### config.mk
export PLATFORM = sky130hd
export DESIGN_NAME = hbd_ram
export DESIGN_NICKNAME = d
export VERILOG_FILES = /design/src/hdl/hbd_pkg.sv /design/src/hdl/hbd_ram.sv
export SDC_FILE = /design/constraint.sdc
export NUM_CORES = 2
export LEC_CHECK = 0
export BUFFER_PORTS_ARGS = -buffer_cell sky130_fd_sc_hd__buf_2
export CAP_MARGIN = 20
export CORE_AREA = 5 5 638 324
export DETAILED_ROUTE_END_ITERATION = 10
export DIE_AREA = 0 0 643 329
export PLACE_DENSITY = 0.51
export SLEW_MARGIN = 10
export SYNTH_ARGS = -nofsm -noshare
export SYNTH_HDL_FRONTEND = slang
export SYNTH_SLANG_ARGS = --single-unit
export TNS_END_PERCENT = 100
### constraint.sdc
create_clock -name clk_i -period 3.5 [get_ports clk_i]
set_input_delay 0.7 -clock clk_i [delete_from_list [all_inputs] [get_ports clk_i]]
set_output_delay 0.7 -clock clk_i [all_outputs]
set_load 0.02 [all_outputs]
### src/hdl/hbd_pkg.sv
package hbd_pkg;

  localparam int MaxSymbolsDef = 256;
  localparam int ActW          = 2;
  localparam int SymW          = 8;

  typedef enum logic [ActW-1:0] {
    ACT_CLEAR  = 2'd0,
    ACT_LOAD   = 2'd1,
    ACT_DECODE = 2'd2,
    ACT_NOP    = 2'd3
  } act_e;

  typedef enum logic [1:0] {
    ST_IDLE = 2'b01,
    ST_EXEC = 2'b10
  } st_e;

endpackage

### src/hdl/hbd_ram.sv
module hbd_ram import hbd_pkg::*; #(
  parameter int  Width = SymW,
  parameter int  Depth = MaxSymbolsDef,
  localparam int AddrW = $clog2(Depth)
) (
  input  logic             clk_i,
  input  logic             we_i,
  input  logic [AddrW-1:0] waddr_i,
  input  logic [Width-1:0] wdata_i,
  input  logic             re_i,
  input  logic [AddrW-1:0] raddr_i,
  output logic [Width-1:0] rdata_o
);

  logic [Width-1:0] mem [Depth];
  logic [Width-1:0] rdata_q;

  // read-first: a read and a write of one entry at the same edge return the old data
  always_ff @(posedge clk_i) begin
    if (re_i) begin
      if ({1'b0, raddr_i} < (AddrW+1)'(Depth)) begin
        rdata_q <= mem[raddr_i];
      end else begin
        rdata_q <= '0;
      end
    end
    if (we_i && ({1'b0, waddr_i} < (AddrW+1)'(Depth))) begin
      mem[waddr_i] <= wdata_i;
    end
  end

  assign rdata_o = rdata_q;

endmodule

==> impl_metrics.py <==
metrics = {
    "run_status": {
        "status": "finished clean",
    },
    "synthesis": {
        "yosys.area_share.xor_xnor_pct": 0,
        "yosys-top-cells-count": "edfxtp_1 (2,056), mux4_2 (454), nor2_1 (282)",
        "synth_top_cells_by_area": "edfxtp_1 (78%), mux4_2 (13%), mux2i_1 (1.7%), nor2_1 (1.3%), a22oi_1 (1.3%)",
        "yosys.area.top_type": "edfxtp_1",
        "muxShareOfSynthArea_pct": 14.6,
        "synthSimpleGateAreaFrac_pct": 2.63,
        "synth-seq-cells": 2056,
        "syn_nets": 3760,
        "yosysSeqAreaShare_pct": 77.5,
        "synth_flop_cell": "edfxtp_1",
        "yosysUniqueCellTypes": 54,
        "synthArstFlopShare_pct": 0,
        "synth.avg_cell_area_um2": 21.3,
        "yosysMostFrequentCell": "edfxtp_1",
        "synth.top_cell.area_share_pct": 77.5,
        "syn_inst": 3733,
        "synth_compound_area_share_pct": 3.42,
        "synth_edf_count": 2056,
        "synth_top_family_by_area": "multiplexers",
        "netlist_area_mm2": 0.0796,
        "synth_fa_ha_area_share_pct": 0,
        "yosys_warnings": 0,
    },
    "place": {
        "pre_cts_ws_ps": -537,
        "gp_congestion": 0.832,
        "placed_cells": 6908,
        "io_buffers": 34,
        "dp_hpwl_um": 161000,
    },
    "critical_path": {
        "path_cells": "buf_8 > buf_4 > buf_12 > buf_12 > buf_12 > mux4_2 > a221oi_1 > o32ai_1 > buf_4 > nor3_1 > nor4_1",
        "crit_type": "input pin to register",
        "cp_slowest_stage_delay_ps": 550,
        "cpMostUsedCell": "buf_12",
        "cpMaxStageDelayCell": "mux4_2",
        "end_kind": "register",
        "cpLargestDelayFamily": "buffers and inverters",
        "worst_setup_path_start_kind": "input pin",
        "cp.arrival_ps": 3630,
        "critPathMaxFanout": 18,
        "crit_buf_inv": 6,
        "crit_required_ps": 4070,
    },
    "sta": {
        "slew_headroom_pct": 32.6,
        "setup_ws_ps": 439,
        "finClkSkew_ps": 42.1,
        "finalHoldViolCount": 0,
        "tns_ps": 0,
        "min_period_ps": 3060,
        "setup-violations-final": 0,
        "post-route-period-util_pct": 87.4,
        "drv_slew": 0,
        "rsz0062_at_grt": "no",
        "clock.fmax_mhz": 327,
        "worst_pin_slew_ps": 1000,
    },
    "hold_path": {
        "hold_path_class": "input pin to register",
    },
    "floorplanning": {
        "core_area_mm2": 0.201,
        "start_util_pct": 39.6,
        "die-area_mm2": 0.212,
        "die_x_um": 643,
        "ioPinCount": 35,
        "die_h_um": 329,
        "fp-row-count": 117,
    },
    "final_layout": {
        "drive_above_1_share_pct": 32.1,
        "area_delta_synth_final_pct": 17.7,
        "fin_cells": 7249,
        "fin_nets": 4449,
    },
    "cts": {
        "cts_tree": "done",
        "ctsLongestPathBuffers": 4,
        "cts_resized": 0,
        "clkTransAtPathRegs_ps": 70,
        "postCtsHoldBufs": 0,
        "root_buffer": "clkbuf_16",
        "worst_skew_pair.late_latency_ps": 850,
        "cts_buffers": 188,
        "post-cts-setup-buffers": 0,
        "ctsHtreeMaxLevel": 4,
        "clock_sinks": 2056,
    },
    "detailed_routing": {
        "vias_per_cell": 5.82,
        "routedWlPerCell_um": 32.8,
        "vias": 42163,
        "antenna_left": 0,
        "wirelength_um": 238000,
        "drc": 0,
        "dr.pass1.iters": 5,
        "drt_iter0_drc": 6089,
    },
    "flow_run": {
        "maxCapViolations": 0,
    },
    "global_route": {
        "antenna_found_initial": 17,
        "grt_util_all_layers_pct": 22.3,
        "grt-ovfl-total": 0,
        "grt_max_degree": 99,
        "grt_pass1_vias": 40326,
        "grt_pass1_wl_um": 332000,
    },
    "power_and_ir_drop": {
        "power_leakage_nw": 30.1,
        "ir_worst_vdd_mv": 0.329,
        "power_w": 0.0502,
        "power.density_mw_per_mm2": 535,
    },
}
## final cells by class
| type | count | area (um^2) |
|---|---|---|
| sequential | 2056 | 61700 |
| clock inverter | 101 | 747 |
| tap | 2677 | 3350 |
| inverter | 2 | 7.51 |
| antenna | 6 | 15.0 |
| timing repair buffer | 732 | 6380 |
| multi-input combinational | 1442 | 16500 |
| fill | 16640 | 108000 |
| clock buffer | 233 | 4980 |
## routing by layer
layer  vias up  routed length (um)  global-route usage (%)
met5         -                  13                       0
met4         2                3270                    3.26
met3       258               28300                    6.56
met2      2235               89400                    27.4
met1     22600              117000                    38.3
li1      17068                   -                       -
## per-stage QoR
stage	instance area (um^2)	util (%)	hold slack (ps)
6_report	93800	46.6	271
5_1_grt	93700	46.6	251
4_1_cts	93700	46.6	233
3_5_place_dp	88000	43.7	1140
3_3_place_gp	88000	43.7	1140
2_1_floorplan	79600	-	799
## path summary, 6_finish.rpt
kind                     from          to  slack, ps  depth (start not counted)
hold reg to reg    mem[40][3]  rdata_o[3]       1220                          7
setup reg to reg  mem[142][2]  rdata_o[2]        610                          7
hold / removal     wdata_i[3]  mem[54][3]        270                          1
setup / recovery   raddr_i[0]  rdata_o[5]        440                         11
## power by group
group | switching [W] | internal [W] | total [W]
Combinational | 0.00189 | 0.00115 | 0.00304
Sequential | 0.0000335 | 0.0271 | 0.0272
Clock | 0.00911 | 0.0109 | 0.0200
## sequential cells by signal (all words and copies together), names as in the netlist
signal,count
mem,2048
rdata_o,8
## cell families (layout without fill, tap and decap cells)
group / count (synthesis) / count (layout)
flip-flops: 2056 / 2056
multiplexers: 591 / 591
AND/OR/NAND/NOR: 466 / 466
AO/OA/AOI/OAI: 385 / 385
buffers and inverters: 235 / 1068
other: 0 / 6
## layout by cell type (no fill, tap or decap), types with 3 or more instances in the layout
cell type   instances
edfxtp_1         2056
buf_4             629
mux4_2            454
nor2_1            279
clkbuf_16         193
mux2i_1           134
a22oi_1           133
a21oi_1            96
buf_12             69
clkinv_1           49
o221ai_1           46
clkbuf_1           40
nand2_1            33
clkinv_2           33
o22ai_1            28
nor2b_1            28
nand3_1            25
nor4_1             24
buf_2              23
nor3_1             22
a211oi_1           16
a221oi_1           13
bufinv_16          11
nand4_1            10
o211ai_1           10
o21ai_0            10
buf_8              10
nand3_2             9
nand2b_1            8
a22o_1              8
diode_2             6
o22a_1              5
or2_2               4
and2_1              4
clkinvlp_4          4
nor2b_4             3
nor2_4              3
nor4_2              3
o32ai_1             3
Power figures use the tool's default switching activity.
